**config.mk**
```make
export PLATFORM = sky130hd
export DESIGN_NAME = bba_fifo
export DESIGN_NICKNAME = d
export VERILOG_FILES = /design/src/design/bba_pkg.sv /design/src/design/bba_fifo.sv
export SDC_FILE = /design/constraint.sdc
export NUM_CORES = 1
export LEC_CHECK = 0
export BUFFER_PORTS_ARGS = -buffer_cell sky130_fd_sc_hd__buf_2
export CORE_MARGIN = 8
export CORE_UTILIZATION = 40
export DETAILED_ROUTE_END_ITERATION = 8
export PLACE_DENSITY = 0.66
export SYNTH_ARGS = -nofsm -noshare
export SYNTH_HDL_FRONTEND = slang
export SYNTH_SLANG_ARGS = --single-unit
```
**constraint.sdc**
```tcl
create_clock -name clk -period 4.3 [get_ports clk]
set_input_delay 0.86 -clock clk [delete_from_list [all_inputs] [get_ports clk]]
set_output_delay 0.86 -clock clk [all_outputs]
set_load 0.1 [all_outputs]
```
**src/design/bba_pkg.sv**
```systemverilog
`timescale 1ns / 1ps
// ---------------------------------------------------------------------------
// bba_pkg
// Shared types and constants of the buddy block allocator.
// ---------------------------------------------------------------------------
package bba_pkg;

    localparam int MAX_ORDER_DEF = 10;
    localparam int MAX_ORDER_LIM = 16;
    localparam int BLOCK_BYTES   = 4096;
    localparam int HEADER_BYTES  = 16;
    localparam int PAGE_SHIFT    = $clog2(BLOCK_BYTES);
    localparam int ADDR_W        = 48;
    localparam int SIZE_W        = 32;
    localparam int WORD_W        = 32;
    localparam int ORDER_W       = 5;
    localparam int PAGE_W        = MAX_ORDER_LIM;
    localparam int FIFO_DEPTH    = 2;

    // result status codes
    localparam logic [2:0] ST_OK       = 3'd0;
    localparam logic [2:0] ST_NO_SPACE = 3'd1;
    localparam logic [2:0] ST_ZERO     = 3'd2;
    localparam logic [2:0] ST_RANGE    = 3'd3;
    localparam logic [2:0] ST_NOT_ALOC = 3'd4;

    // request types
    localparam logic REQ_ALLOC = 1'b0;
    localparam logic REQ_FREE  = 1'b1;

    typedef enum logic [1:0] {
        OP_ERR   = 2'd0,
        OP_ALLOC = 2'd1,
        OP_FREE  = 2'd2
    } op_t;

    typedef struct packed {
        logic              req_type;
        logic [SIZE_W-1:0] size_bytes;
        logic [ADDR_W-1:0] free_address;
    } req_t;

    typedef struct packed {
        logic [2:0]        status;
        logic [ADDR_W-1:0] block_address;
    } result_t;

    // classified command passed from front to back
    typedef struct packed {
        op_t                op;
        logic [2:0]         status;
        logic [ORDER_W-1:0] order;
        logic [PAGE_W-1:0]  page;
    } cmd_t;

endpackage

```
**src/design/bba_fifo.sv**
```systemverilog
`timescale 1ns / 1ps
// ---------------------------------------------------------------------------
// bba_fifo
// Short command queue between the classify front and the execute back.
// ---------------------------------------------------------------------------
module bba_fifo (
    input  logic          clk,
    input  logic          rst_n,
    input  logic          push,
    input  bba_pkg::cmd_t din,
    input  logic          pop,
    output bba_pkg::cmd_t dout,
    output logic          empty,
    output logic          full
);

    localparam int AW = $clog2(bba_pkg::FIFO_DEPTH);

    bba_pkg::cmd_t    mem_reg [0:bba_pkg::FIFO_DEPTH-1];
    logic [AW-1:0]    wp_reg;
    logic [AW-1:0]    rp_reg;
    logic [AW:0]      cnt_reg;

    assign empty = (cnt_reg == '0);
    assign full  = (cnt_reg == (AW+1)'(bba_pkg::FIFO_DEPTH));
    assign dout  = mem_reg[rp_reg];

    // storage
    always_ff @(posedge clk)
    begin
        if (push)
        begin
            mem_reg[wp_reg] <= din;
        end
    end

    // pointers and fill count
    always_ff @(posedge clk or negedge rst_n)
    begin
        if (!rst_n)
        begin
            wp_reg  <= '0;
            rp_reg  <= '0;
            cnt_reg <= '0;
        end
        else
        begin
            if (push)
            begin
                wp_reg <= wp_reg + 1'b1;
            end
            if (pop)
            begin
                rp_reg <= rp_reg + 1'b1;
            end
            if (push && !pop)
            begin
                cnt_reg <= cnt_reg + 1'b1;
            end
            else if (pop && !push)
            begin
                cnt_reg <= cnt_reg - 1'b1;
            end
        end
    end

endmodule

```
== Word level (Yosys, flattened, before mapping) ==
Memory sizes are Yosys's and may differ from the RTL's.
Index checks and enable logic that the tools add are counted.
W data, S select, Z words.
Word-level totals
  bits of input ports: 30
  output and inout bits: 28
  register bits: 4
  logic and storage cells: 19
  memories kept: 1
  RAM bits: 52
Memories
  mem_reg: depth 2, width 26, read ports 1, clocked after memory_dff 0, write ports 1, line bba_fifo.sv:19  | bba_pkg::cmd_t mem_reg [0:bba_pkg::FIFO_DEPTH-1];
Cells by class
  mux-type cells: 4
  reductions and logical operators: 6
  add/sub/neg operators: 4
  equal/unequal tests: 1
Operators by type and width (count)
  $mux W2: 2
  $add A1 B1 Y1 const B: 2
  $add A2 B1 Y2 const B: 1
  $eq A2 B2 Y1 const B: 1
  $logic_and A1 B1 Y1: 2
  $logic_not A1 Y1: 2
  $logic_not A2 Y1: 1
  $mux W1: 2
  $reduce_bool A2 Y1: 1
  $sub A2 B1 Y2 const B: 1

== Depth between registers and ports, before layout ==
  word-level depth: 4
  depth in mapped cells: 5
  depth with buffers taken out: 5

== Least setup slack after synthesis ==
Ideal clock, no wire load.
  path kind: reg2out
  from: register cnt_reg[0]
  to: output port full
  cell stages (with the launch flop): 2
  arrival time: 1753 ps
  buffers on the path: 0
  slack: 1687 ps
  required time: 3440 ps
  cell sequence: dfrtp_1 -> nor2b_1
On the way
  word-level cells in the longest chain between the ends: 1
Ends and longest elaborated chain
  start, declared: line bba_fifo.sv:22  | logic [AW:0] cnt_reg;
  start signal, assigned: line bba_fifo.sv:58  | cnt_reg <= cnt_reg + 1'b1;
  start signal, assigned: line bba_fifo.sv:62  | cnt_reg <= cnt_reg - 1'b1;
  $eq A2 B2 Y1: line bba_fifo.sv:25  | assign full = (cnt_reg == (AW+1)'(bba_pkg::FIFO_DEPTH));
  end, declared: line bba_fifo.sv:14  | output logic full
Every way passes these cells.

==> results.sh <==
export IMPL_grt_usage=0.0960
export IMPL_cts_max_path_buffers=2
export IMPL_path_max_fanout=18
export IMPL_cts_htree_levels=2
export IMPL_drive_above_1_share=0.578
export IMPL_detail_route_antenna_nets=0
export IMPL_cts_setup_buffers=0
export IMPL_cts_sinks=56
export IMPL_num_io_pins=58
export IMPL_fmax_mhz=342
export IMPL_wl_per_cell_um=15.8
export IMPL_grt_pass1_vias=1189
export IMPL_final_common_cell="buf_2"
export IMPL_dp_hpwl_mm=2.75
export IMPL_seq_area_frac_synth=0.768
export IMPL_drv_cap=0
export IMPL_synth_compound_area_frac=0
export IMPL_path_class="flip-flop to output pin"
export IMPL_io_buffers=57
export IMPL_max_slew_margin=0.165
export IMPL_layout_common_cells="buf_2 (57), edfxtp_1 (52), mux2_4 (19)"
export IMPL_synthAdderAreaFrac=0.00578
export IMPL_routed_wl_mm=3.64
export IMPL_cts_tree="done"
export IMPL_syn2layout_area_growth_pct=19.5
export IMPL_hold_buffers=0
export IMPL_dp_cells=223
export IMPL_setup_violations=0
export IMPL_synth_top_family_by_area="multiplexers"
export IMPL_cts_buffers=5
export IMPL_cts_root_buf="clkbuf_8"
export IMPL_worst_pin_slew_ps=1250
export IMPL_n_fill_cell=448
export IMPL_num_vias=1024
export IMPL_fin_skew_ps=3.13
export IMPL_place_gp_congestion=0.678
export IMPL_syn_inst=97
export IMPL_coreArea_um2=5170
export IMPL_crit_path_end_kind="output pin"
export IMPL_postSynthAreaPerCell_um2=22.3
export IMPL_cts_resized=0
export IMPL_ys_types=13
export IMPL_antenna_found_initial=0
export IMPL_dp_slack_ps=1690
export IMPL_maxSlewViolCount=0
export IMPL_ff2ff_path_depth=1
export IMPL_dr_pass1_iters=4
export IMPL_synth_simple_area_share=0.0121
export IMPL_synth_seq_cells=56
export IMPL_vias_per_cell=4.43
export IMPL_stdcell_count=231
export IMPL_fin_nets=191
export IMPL_drt_iter0_markers=35
export IMPL_die_w_um=89.5
export IMPL_status="finished clean"
export IMPL_drc=0
export IMPL_period_share=0.680
export IMPL_grt_first_pass_wirelength_mm=5.59
export IMPL_syn_area_um2=2160
export IMPL_rows=26
export IMPL_syn_nets=128
export IMPL_setup_slack_ps=1380
export IMPL_tns_ps=0
export IMPL_synth_area_mux_share=0.168
export IMPL_diodes=0
export IMPL_start_util=0.418
export IMPL_grt_setup_unrepaired="false"
export IMPL_overflow=0
export IMPL_largest_register_ffs=52
export IMPL_die_area_um2=8020
export IMPL_worstPathRequired_ps=3440
export IMPL_yosys_warnings=0
export IMPL_synth_xor_area_frac=0.0202
export IMPL_worstPathArrival_ps=2060
export IMPL_min_period_ps=2920
export IMPL_insertion_delay_ps=290
export IMPL_crit_path_start_kind="flip-flop"
export IMPL_clk_pin_slew_ps=90
export IMPL_grt_max_degree=27
export IMPL_hold_class="input pin to asynchronous set/reset pin"
export IMPL_hold_violations=0
export IMPL_die_h_um=89.5
[through the flow]
step           area [um^2]  hold slack [ps]  utilization
6_report              2580              357        0.500
5_1_grt               2580              341        0.500
4_1_cts               2580              350        0.500
3_5_place_dp          2500              494        0.484
3_3_place_gp          2500              473        0.484
2_1_floorplan         2160              455            -
[critical path: stages, from the launching register on]
cell	delay [ps]
dfrtp_1	690
buf_4	410
mux2_2	370
buf_2	290
[cell usage after synthesis]
master,number,share of area
edfxtp_1,52,0.72
mux2_4,19,0.13
mux2_2,7,0.036
dfrtp_1,4,0.046
xor2_1,4,0.016
buf_12,2,0.019
nor2_1,2,0.0035
nor2b_1,2,0.0058
and2_1,1,0.0029
buf_6,1,0.0052
ha_1,1,0.0058
inv_1,1,0.0017
xnor2_1,1,0.0040
[logic make-up (layout without fill, tap and decap cells)]
logic type / count (synthesis) / after routing
and+or+nand+nor: 5 / 5
adders and majority gates: 1 / 1
xor gates and xnor gates: 5 / 5
muxes: 26 / 26
buffers and inverters: 4 / 68
DFF: 56 / 56
[final cells by class]
cell class | count | area, um^2 | share of cell area
clock buffer | 5 | 68.8 | 0.0266
clock inverter | 3 | 13.8 | 0.00532
inverter | 1 | 3.75 | 0.00145
multi-input combinational | 37 | 449 | 0.174
sequential | 56 | 1660 | 0.643
tap | 70 | 87.6 | 0.0339
timing repair buffer | 59 | 300 | 0.116
[final timing paths]
check	start	end	slack, ps
max in group asynchronous	rst_n	cnt_reg[0]	3820
hold reg to reg	wp_reg	wp_reg	510
hold / removal	rst_n	wp_reg	360
setup reg to reg	wp_reg	mem_reg[1][15]	2530
setup / recovery	rp_reg	dout[25]	1380
min in group clk	wp_reg	wp_reg	510
[per-layer routing]
layer  track usage  vias up  routed length [um]
met5             0        -                   0
met4        0.0317        0                  49
met3        0.0450        5                 343
met2         0.169       37                1830
met1        0.0974      487                1420
li1              -      495                   -
Power is left out: the tool's default activity adds up to more than one toggle a clock period on the data nets, which glitch-free logic cannot reach.
