**src/design/bba_pkg.sv**
```systemverilog
`timescale 1ns / 1ps
// ---------------------------------------------------------------------------
// bba_pkg
// Shared types and constants of the buddy block allocator.
// ---------------------------------------------------------------------------
package bba_pkg;

    localparam int MAX_ORDER_DEF = 10;
    localparam int MAX_ORDER_LIM = 16;
    localparam int BLOCK_BYTES   = 4096;
    localparam int HEADER_BYTES  = 16;
    localparam int PAGE_SHIFT    = $clog2(BLOCK_BYTES);
    localparam int ADDR_W        = 48;
    localparam int SIZE_W        = 32;
    localparam int WORD_W        = 32;
    localparam int ORDER_W       = 5;
    localparam int PAGE_W        = MAX_ORDER_LIM;
    localparam int FIFO_DEPTH    = 2;

    // result status codes
    localparam logic [2:0] ST_OK       = 3'd0;
    localparam logic [2:0] ST_NO_SPACE = 3'd1;
    localparam logic [2:0] ST_ZERO     = 3'd2;
    localparam logic [2:0] ST_RANGE    = 3'd3;
    localparam logic [2:0] ST_NOT_ALOC = 3'd4;

    // request types
    localparam logic REQ_ALLOC = 1'b0;
    localparam logic REQ_FREE  = 1'b1;

    typedef enum logic [1:0] {
        OP_ERR   = 2'd0,
        OP_ALLOC = 2'd1,
        OP_FREE  = 2'd2
    } op_t;

    typedef struct packed {
        logic              req_type;
        logic [SIZE_W-1:0] size_bytes;
        logic [ADDR_W-1:0] free_address;
    } req_t;

    typedef struct packed {
        logic [2:0]        status;
        logic [ADDR_W-1:0] block_address;
    } result_t;

    // classified command passed from front to back
    typedef struct packed {
        op_t                op;
        logic [2:0]         status;
        logic [ORDER_W-1:0] order;
        logic [PAGE_W-1:0]  page;
    } cmd_t;

endpackage

```
**src/design/bba_front.sv**
```systemverilog
`timescale 1ns / 1ps
// ---------------------------------------------------------------------------
// bba_front
// Takes requests, computes block order or page index and catches
// size and address errors before queueing.
// ---------------------------------------------------------------------------
module bba_front #(
    parameter int MAX_ORDER = bba_pkg::MAX_ORDER_DEF
) (
    input  logic                        clk,
    input  logic                        rst_n,
    input  logic                        accept,
    input  bba_pkg::req_t               req,
    input  logic [$clog2(MAX_ORDER+1)-1:0] top,
    input  logic [bba_pkg::ADDR_W-1:0]  base,
    output logic                        busy,
    output logic                        push,
    output bba_pkg::cmd_t               cmd
);

    localparam int LW = $clog2(MAX_ORDER+1);
    localparam int PS = bba_pkg::PAGE_SHIFT;
    localparam int AW = bba_pkg::ADDR_W;

    logic           s1_valid_reg;
    bba_pkg::req_t  s1_req_reg;

    logic [AW:0]    off_ext;
    logic [5:0]     shamt;
    logic [AW-1:0]  off;
    logic [AW-1:0]  off2;
    logic           oor;
    logic [32:0]    total;
    logic [32:0]    pages;
    logic [32:0]    p1;
    logic [5:0]     k;

    assign busy = s1_valid_reg;
    assign push = s1_valid_reg;

    // request stage
    always_ff @(posedge clk or negedge rst_n)
    begin
        if (!rst_n)
        begin
            s1_valid_reg <= 1'b0;
        end
        else
        begin
            s1_valid_reg <= accept;
        end
    end

    always_ff @(posedge clk)
    begin
        if (accept)
        begin
            s1_req_reg <= req;
        end
    end

    // free address decode
    always_comb
    begin
        off_ext = {1'b0, s1_req_reg.free_address} - {1'b0, base};
        shamt   = 6'(top) + 6'(PS);
        off     = off_ext[AW-1:0];
        oor     = off_ext[AW] || ((off >> shamt) != '0);
        off2    = off - AW'(bba_pkg::HEADER_BYTES);
    end

    // allocate order: ceil log2 of page count
    always_comb
    begin
        total = {1'b0, s1_req_reg.size_bytes} + 33'(bba_pkg::HEADER_BYTES);
        pages = (total + 33'(bba_pkg::BLOCK_BYTES - 1)) >> PS;
        p1    = pages - 33'd1;
        k     = '0;
        for (int i = 0; i < 33; i++)
        begin
            if (p1[i])
            begin
                k = 6'(i + 1);
            end
        end
    end

    // classify
    always_comb
    begin
        cmd.op     = bba_pkg::OP_ERR;
        cmd.status = bba_pkg::ST_OK;
        cmd.order  = bba_pkg::ORDER_W'(k);
        cmd.page   = off2[PS+bba_pkg::PAGE_W-1:PS];
        if (s1_req_reg.req_type == bba_pkg::REQ_FREE)
        begin
            if (oor)
            begin
                cmd.status = bba_pkg::ST_RANGE;
            end
            else if (off < AW'(bba_pkg::HEADER_BYTES) || off2[PS-1:0] != '0)
            begin
                cmd.status = bba_pkg::ST_NOT_ALOC;
            end
            else
            begin
                cmd.op = bba_pkg::OP_FREE;
            end
        end
        else
        begin
            if (s1_req_reg.size_bytes == '0)
            begin
                cmd.status = bba_pkg::ST_ZERO;
            end
            else if (k > 6'(top))
            begin
                cmd.status = bba_pkg::ST_NO_SPACE;
            end
            else
            begin
                cmd.op = bba_pkg::OP_ALLOC;
            end
        end
    end

endmodule

```
**config.mk**
```make
export PLATFORM = sky130hd
export DESIGN_NAME = bba_front
export DESIGN_NICKNAME = d
export VERILOG_FILES = /design/src/design/bba_pkg.sv /design/src/design/bba_front.sv
export SDC_FILE = /design/constraint.sdc
export NUM_CORES = 1
export LEC_CHECK = 0
export ABC_AREA = 0
export BUFFER_PORTS_ARGS = -buffer_cell sky130_fd_sc_hd__buf_2
export CAP_MARGIN = 30
export CORE_ASPECT_RATIO = 1.25
export CORE_UTILIZATION = 47
export CTS_BUF_LIST = sky130_fd_sc_hd__clkbuf_8
export DETAILED_ROUTE_END_ITERATION = 16
export MAX_ROUTING_LAYER = met4
export PLACE_DENSITY = 0.72
export SLEW_MARGIN = 20
export SYNTH_ARGS = -nofsm -noshare
export SYNTH_HDL_FRONTEND = slang
export SYNTH_SLANG_ARGS = --single-unit
```
**constraint.sdc**
```tcl
create_clock -name clk -period 5.7 [get_ports clk]
set_clock_uncertainty 0.2 [all_clocks]
set_input_delay 0.285 -clock clk [delete_from_list [all_inputs] [get_ports clk]]
set_output_delay 0.285 -clock clk [all_outputs]
set_load 0.05 [all_outputs]
```
After elaboration in Yosys (flattened, before gate mapping)
Cells that the tools add are included.

Add/sub/neg operators: 6. $lt $le $gt $ge: 2. Shifts and indexed selects: 1. Muxes and demuxes: 42. Reductions and logical operators: 5.

Operators by type and width (number): 2-to-1 mux 6 bit (29); subtractor 48 x 48 -> 49 bit (1); < comparator 48 x 5 -> 1 bit, second input constant (1); nonzero test 48 bit (1); right shift 48 x 5 -> 48 bit (1); adder 32 x 5 -> 33 bit, second input constant (1); adder 33 x 12 -> 33 bit, second input constant (1); logical NOT 32 bit (1); subtractor 28 x 5 -> 28 bit, second input constant (1); subtractor 21 x 1 -> 22 bit, second input constant (1); 2-to-1 mux 2 bit (6); nonzero test 12 bit (1); 2-to-1 mux 3 bit (3); > comparator 6 x 4 -> 1 bit (1); adder 4 x 4 -> 5 bit, second input constant (1); 2-to-1 mux 5 bit (1); 2-to-1 mux 1 bit (3); logical OR 1 bit (2).

Register bits after elaboration: 82. Bits of input ports: 136. Output and inout bits: 28. Logic and storage cells: 60.

Logic depth before layout (Yosys ltp)
Gate-level depths: netlist of run 1.

Word-level depth: 40. Gate-level depth with buffers: 23. Gate-level depth less buffers: 22.

Least setup slack after synthesis of run 1
No wires, ideal clock.

Path kind: flip-flop to output port. Start: register s1_req_reg[51] (netlist name). End: output port cmd[24] (netlist name). Data arrival time: 5784 ps. Required time: 5215 ps. Slack: -569 ps. Cell stages (with the launch flop): 17. Path through: edfxtp_1 nor4_1 o31ai_2 xnor2_1 ha_1 clkbuf_1 o21ai_1 nor2_1 xnor2_1 a31oi_1 or3_1 nor2_1 ha_1 a21oi_1 a41oi_1 or2_1 nor3_1.

RTL lines: start: declaration (line bba_front.sv:26) `bba_pkg::req_t s1_req_reg;`; start signal: assignment (line bba_front.sv:58) `s1_req_reg <= req;`; end: declaration (line bba_front.sv:18) `output bba_pkg::cmd_t cmd`.

==> impl_metrics.env, run 1 <==
export IMPL_avgRoutedWirePerCell_um=17.48
export IMPL_place_gp_congestion=0.9722
export IMPL_combPwrFrac_pct=47.8
export IMPL_ys_flop_type="edfxtp_1"
export IMPL_finalCriticalPeriod_ps=5355
export IMPL_path_max_fanout=8
export IMPL_finalSetupTns_ps=0
export IMPL_critPathSlowestCell="edfxtp_1"
export IMPL_grt_antenna_before_repair=1
export IMPL_core_area_um2=17360
export IMPL_worstSetupStartpoint="s1_req_reg[51]"
export IMPL_clk_pin_slew_ps=100
export IMPL_syn_area_per_cell_um2=8.203
export IMPL_synth_edf_count=81
export IMPL_syn_nets=1205
export IMPL_wirelength_mm=25.52
export IMPL_grt_ovfl_total=0
export IMPL_end_kind="output pin"
export IMPL_p_leak_nw=4.274
export IMPL_critPathMaxStageDelay_ps=380
export IMPL_hold_path_class="in2reg"
export IMPL_critical_path_class="reg2out"
export IMPL_initial_utilization_pct=47.90
export IMPL_largest_reg_flops=81
export IMPL_vias=8837
export IMPL_dr_pass1_iters=6
export IMPL_status="completed"
export IMPL_max_freq_ghz=0.1867
export IMPL_top_layer="met4"
export IMPL_drv_slew=0
export IMPL_grt_usage_pct=28.70
export IMPL_routed_via_density=6.053
export IMPL_die_x_um=121.0
export IMPL_numPortBuffers=163
export IMPL_wl_met3_mm=1.729
export IMPL_syn_cell_area_um2=8318
export IMPL_finalHoldViolCount=0
export IMPL_ys_ff_latch=82
export IMPL_post_place_ws_ps=472.3
export IMPL_rows=54
export IMPL_cts_buffers=9
export IMPL_area_growth_pct=25.10
export IMPL_min_period_over_period_pct=93.95
export IMPL_synthArstFlopShare_pct=1.220
export IMPL_cap_violations=0
export IMPL_hpwl_mm=19.25
export IMPL_required_ps=5220
export IMPL_htree_levels=3
export IMPL_worst_slack_ps=344.6
export IMPL_switchingPower_uw=996.4
export IMPL_drive_above_1_share_pct=18.46
export IMPL_path_cells="nor4_1 > buf_4 > o31ai_2 > buf_4 > xnor2_2 > ha_4 > buf_4 > nor3_1 > a31oi_1 > xor2_1 > nand2_1 > o21ai_0 > a21oi_1 > o21ba_2 > ha_1 > nor2b_1 > o21ai_0 > nand2b_1 > a21oi_1 > a41oi_1 > or2_1 > a21oi_1 > a31oi_2 > buf_2"
export IMPL_drc_errors=0
export IMPL_io_pins=164
export IMPL_wl_met2_mm=12.86
export IMPL_die_area_um2=18240
export IMPL_ys_seq_area_share_pct=29.54
export IMPL_intPower_mw=1.349
export IMPL_finalSetupViolCount=0
export IMPL_arrival_ps=4870
export IMPL_die_y_um=150.7
export IMPL_met1_length_mm=9.892
export IMPL_grt_pass1_vias=8386
export IMPL_switching_share_pct=42.48
export IMPL_worst_pin_slew_ps=805.8
export IMPL_power_per_cell_area_nw_per_um2=225.4
export IMPL_synth_distinct_cells=88
export IMPL_layout_common_cells="buf_2, nand2_1, a21oi_1, dlygate4sd3_1, edfxtp_1"
export IMPL_drt_iter0_markers=580
export IMPL_syn_inst=1014
export IMPL_final_common_cell="buf_2"
export IMPL_critPathLaunchType="flop"
export IMPL_vdd_ir_drop_max_mv=0.1683
export IMPL_grt_pass1_wl_mm=39.88
export IMPL_yosysWarnings=0
export IMPL_fillCellCount=1553
export IMPL_antenna_left=0
export IMPL_cts_buffer_depth=2
export IMPL_nNetsFinal=1421
export IMPL_slew_headroom_pct=45.90
export IMPL_cp_endpoint="cmd[21]"
export IMPL_cts_sinks=82
export IMPL_pwr_share_seq_pct=32.2
export IMPL_cts_tree="done"
export IMPL_power_frac_clock_pct=19.9
export IMPL_root_buffer="clkbuf_8"
export IMPL_hold_slack_ps=140.9
export IMPL_grt_max_degree=83
==> power by group through the flow <==
| stage | logic [mW] | registers (mW) | clock network (mW) |
|---|---|---|---|
| 3_3_place_gp | 1.04 | 0.766 | 0 |
| 2_1_floorplan | 0.791 | 0.745 | 0 |
| 6_report | 1.12 | 0.756 | 0.468 |
| 3_5_place_dp | 1.04 | 0.769 | 0 |
| 4_1_cts | 1.09 | 0.755 | 0.478 |
| 5_1_grt | 1.22 | 0.761 | 0.498 |
==> per-layer routing <==
layer | track usage (%) | vias to the layer above
li1 | - | 4273
met1 | 31.95 | 4119
met2 | 49.63 | 369
met3 | 5.303 | 76
met4 | 13.15 | 0
met5 | - | -
==> synth_stat cells (all sizes together), types with 13 or more instances <==
cell	number	area share, %
a21o	20	1.8
nor2	82	3.7
a31oi	18	1.7
a211oi	16	1.5
nand3	19	1.1
a21oi	91	5.6
nor4	24	2.0
clkbuf	45	2.0
inv	67	3.0
nor3	40	2.5
o211ai	13	1.2
xor2	26	2.7
o31ai	15	1.6
nand2	94	4.2
ha	54	8.1
nand4	30	2.3
o21ai	63	3.8
xnor2	40	4.2
edfxtp	81	29
==> cell families (layout without fill, tap and decap cells) <==
| kind of cell | Yosys count | after routing | share of synthesized area (%) |
|---|---|---|---|
| flops | 82 | 82 | 29.54 |
| mux | 9 | 9 | 1.279 |
| fa+ha+maj | 55 | 55 | 8.363 |
| simple gates | 360 | 360 | 22.13 |
| compound gates | 324 | 324 | 26.29 |
| other cells | 0 | 1 | 0 |
| buf+inv | 118 | 339 | 5.445 |
| xor+xnor | 66 | 66 | 6.950 |
==> stage by stage <==
| step | util, % | instance area (um2) | total power, mW | cells |
|---|---|---|---|---|
| floorplan | - | 8332 | 1.536 | 1014 |
| finish | 59.93 | 10410 | 2.345 | 1460 |
| detailed placement | 53.36 | 9266 | 1.813 | 1355 |
| CTS | 59.36 | 10310 | 2.324 | 1454 |
| global placement | 53.36 | 9266 | 1.805 | 1355 |
| global route | 59.93 | 10410 | 2.474 | 1460 |
==> what timing repair did <==
item                                   in CTS  in global routing
setup endpoints to repair                   0                  2
setup buffers                               0                  4
endpoints found under the hold margin      82                  0
resized for setup                           0                  7
hold buffers                               83                  0
==> critical path, delay by kind of cell (launching register included) <==
| family | cells | cell delay, ps |
|---|---|---|
| buffers and inverters | 4 | 730 |
| XOR/XNOR | 2 | 440 |
| AO/OA/AOI/OAI | 10 | 1310 |
| flip-flops | 1 | 380 |
| adder cells (fa/ha/maj) | 2 | 490 |
| AND/OR/NAND/NOR | 6 | 1130 |
==> worst min path at each step <==
stage | startpoint | to | depth (start not counted)
after global placement | rst_n | busy | 1
after CTS | accept | busy | 1
after global routing | accept | s1_req_reg[37] | 1
after detailed placement | rst_n | busy | 1
final | accept | s1_req_reg[37] | 1
after floorplan | rst_n | busy | 0
==> cell type report <==
class                      count  area, um2  area share (%)
clock buffer                  10      137.6           1.323
timing repair buffer         256       1744           16.76
clock inverter                 6      72.57          0.6974
antenna                        1      2.502         0.02405
sequential                    82       2457           23.61
multi-input combinational    814       5460           52.47
tap                          224      280.3           2.693
inverter                      67      251.5           2.417
(Power assumes the default switching activity.)
==> run 2: changes to the inputs <==
Settings changed: PLACE_DENSITY 0.72 to 0.74.
Clock period 5.7 ns to 4.59 ns, I/O delays scaled along.
==> run 2 against run 1 <==
The flow now finishes with violations (setup timing). Sequential share of layout area shrank 2.6 points. Utilization grew 7.5 points. Largest power group unchanged. Hold slack lost 39 ps.
==> impl_metrics.env, run 2 (same netlist as run 1, synthesis figures left out) <==
export IMPL_slew_headroom_pct=54.55
export IMPL_path_max_fanout=6
export IMPL_cts_buffers=9
export IMPL_violations="setup timing"
export IMPL_avgRoutedWirePerCell_um=17.81
export IMPL_nNetsFinal=1534
export IMPL_worst_slack_ps=-532.9
export IMPL_io_pins=164
export IMPL_routed_via_density=5.998
export IMPL_die_x_um=121.0
export IMPL_core_area_um2=17360
export IMPL_rsz0062_at_grt="yes"
export IMPL_cts_buffer_depth=2
export IMPL_path_cells="nor4_4 > buf_4 > o31ai_4 > xnor2_2 > ha_2 > buf_6 > xor2_2 > nand2_1 > o31ai_2 > a22o_1 > nand2_1 > a21oi_2 > o21ai_2 > a21oi_2 > o21ba_4 > ha_4 > nor2b_4 > o21ai_2 > nand2b_1 > a21oi_2 > a41oi_2 > or2_4 > nor3_4 > buf_6"
export IMPL_grt_ovfl_total=0
export IMPL_drv_slew=0
export IMPL_root_buffer="clkbuf_8"
export IMPL_arrival_ps=4690
export IMPL_min_period_over_period_pct=111.6
export IMPL_drive_above_1_share_pct=29.15
export IMPL_status="complete, but fails checks"
export IMPL_placed_cells=1445
export IMPL_wirelength_mm=28.00
export IMPL_rows=54
export IMPL_drt_iter0_markers=523
export IMPL_finalHoldViolCount=0
export IMPL_critPathSlowestCell="edfxtp_1"
export IMPL_max_freq_ghz=0.1952
export IMPL_worst_pin_slew_ps=674.6
export IMPL_die_area_um2=18240
export IMPL_critPathMaxStageDelay_ps=430
export IMPL_cap_violations=0
export IMPL_busiest_layer="met2"
export IMPL_grt_util_met3_pct=4.167
export IMPL_die_y_um=150.7
export IMPL_finalSetupViolCount=5
export IMPL_finalSetupTns_ps=-1417
export IMPL_vdd_ir_drop_max_mv=0.2229
export IMPL_clk_pin_slew_ps=100
export IMPL_grt_pass1_vias=9084
export IMPL_end_kind="output pin"
export IMPL_timing_critical_path_mode_cell="a21oi_2"
export IMPL_final_common_cell="buf_2"
export IMPL_grt_antenna_before_repair=0
export IMPL_hold_slack_ps=101.4
export IMPL_initial_utilization_pct=47.90
export IMPL_finalCriticalPeriod_ps=5123
export IMPL_dr_pass1_iters=5
export IMPL_grt_max_degree=83
export IMPL_diodes=0
export IMPL_critPathLaunchType="flop"
export IMPL_largest_reg_flops=81
export IMPL_grt_usage_pct=30.80
export IMPL_area_growth_pct=40.70
export IMPL_fin_cells=1572
export IMPL_drc_errors=0
export IMPL_cts_tree="done"
export IMPL_hold_path_class="in2reg"
export IMPL_cp_top_family="compound AO/OA/AOI/OAI gates"
export IMPL_antenna_left=0
export IMPL_hpwl_mm=20.68
export IMPL_numPortBuffers=163
export IMPL_htree_levels=3
export IMPL_finalPower_mw=3.178
export IMPL_critical_path_class="reg2out"
export IMPL_power_per_cell_area_nw_per_um2=271.5
export IMPL_grt_pass1_wl_mm=42.86
export IMPL_required_ps=4160
export IMPL_p_leak_nw=4.891
export IMPL_vias=9429
export IMPL_place_gp_congestion=0.9804
export IMPL_grt_use_met2_pct=54.71
export IMPL_fillCellCount=1379
export IMPL_path_buf_inv=3
export IMPL_met1_usage_pct=33.19
export IMPL_layout_common_cells="buf_2, buf_4, nand2_1, dlygate4sd3_1"
export IMPL_cts_sinks=82
-- run 2: cell type report --
class,instances,area [um2],share of cell area [%]
Multi-Input combinational cell,814,5836,49.86
Clock buffer,9,123.9,1.058
Tap cell,224,280.3,2.395
Timing Repair Buffer,369,2649,22.63
Clock inverter,7,106.4,0.9087
Sequential cell,82,2457,21.00
Inverter,67,251.5,2.149
-- run 2: per-stage QoR --
stage	setup slack [ps]	util, %	cell area, um2
global route	-742.9	67.40	11700
global placement	-147.0	57.91	10060
detailed placement	-312.8	57.91	10060
finish	-532.9	67.40	11700
CTS	-464.3	65.48	11370
floorplan	-85.09	-	8468
-- run 2: worst paths after layout --
path                           startpoint        endpoint  depth (start not counted)
max                        s1_req_reg[48]         cmd[24]                         24
min                                accept  s1_req_reg[70]                          1
max in group asynchronous           rst_n            busy                          3
min in group asynchronous           rst_n            busy                          3
-- run 2: metal layers --
metal | up-vias | share of wire (%)
met5 | - | 0
met4 | 0 | 4.3
met3 | 101 | 5.7
met2 | 413 | 52
met1 | 4425 | 38
li1 | 4490 | -
-- run 2: power breakdown --
group / total (mW) / leakage, nW / internal [mW] / switching [mW]
Clock: 0.626 / 0.117 / 0.318 / 0.308
Combinational: 1.62 / 3.97 / 0.652 / 0.972
Sequential: 0.928 / 0.804 / 0.889 / 0.0392
Total: 3.18 / 4.89 / 1.86 / 1.32
-- run 2: repair_timing --
action	4_1_cts	5_1_grt
buffers inserted	14	14
endpoints found under the setup margin	9	10
cloned	0	0
pin swaps	24	26
endpoints found under the hold margin	82	0
hold buffers	83	0
gates resized for setup	37	43
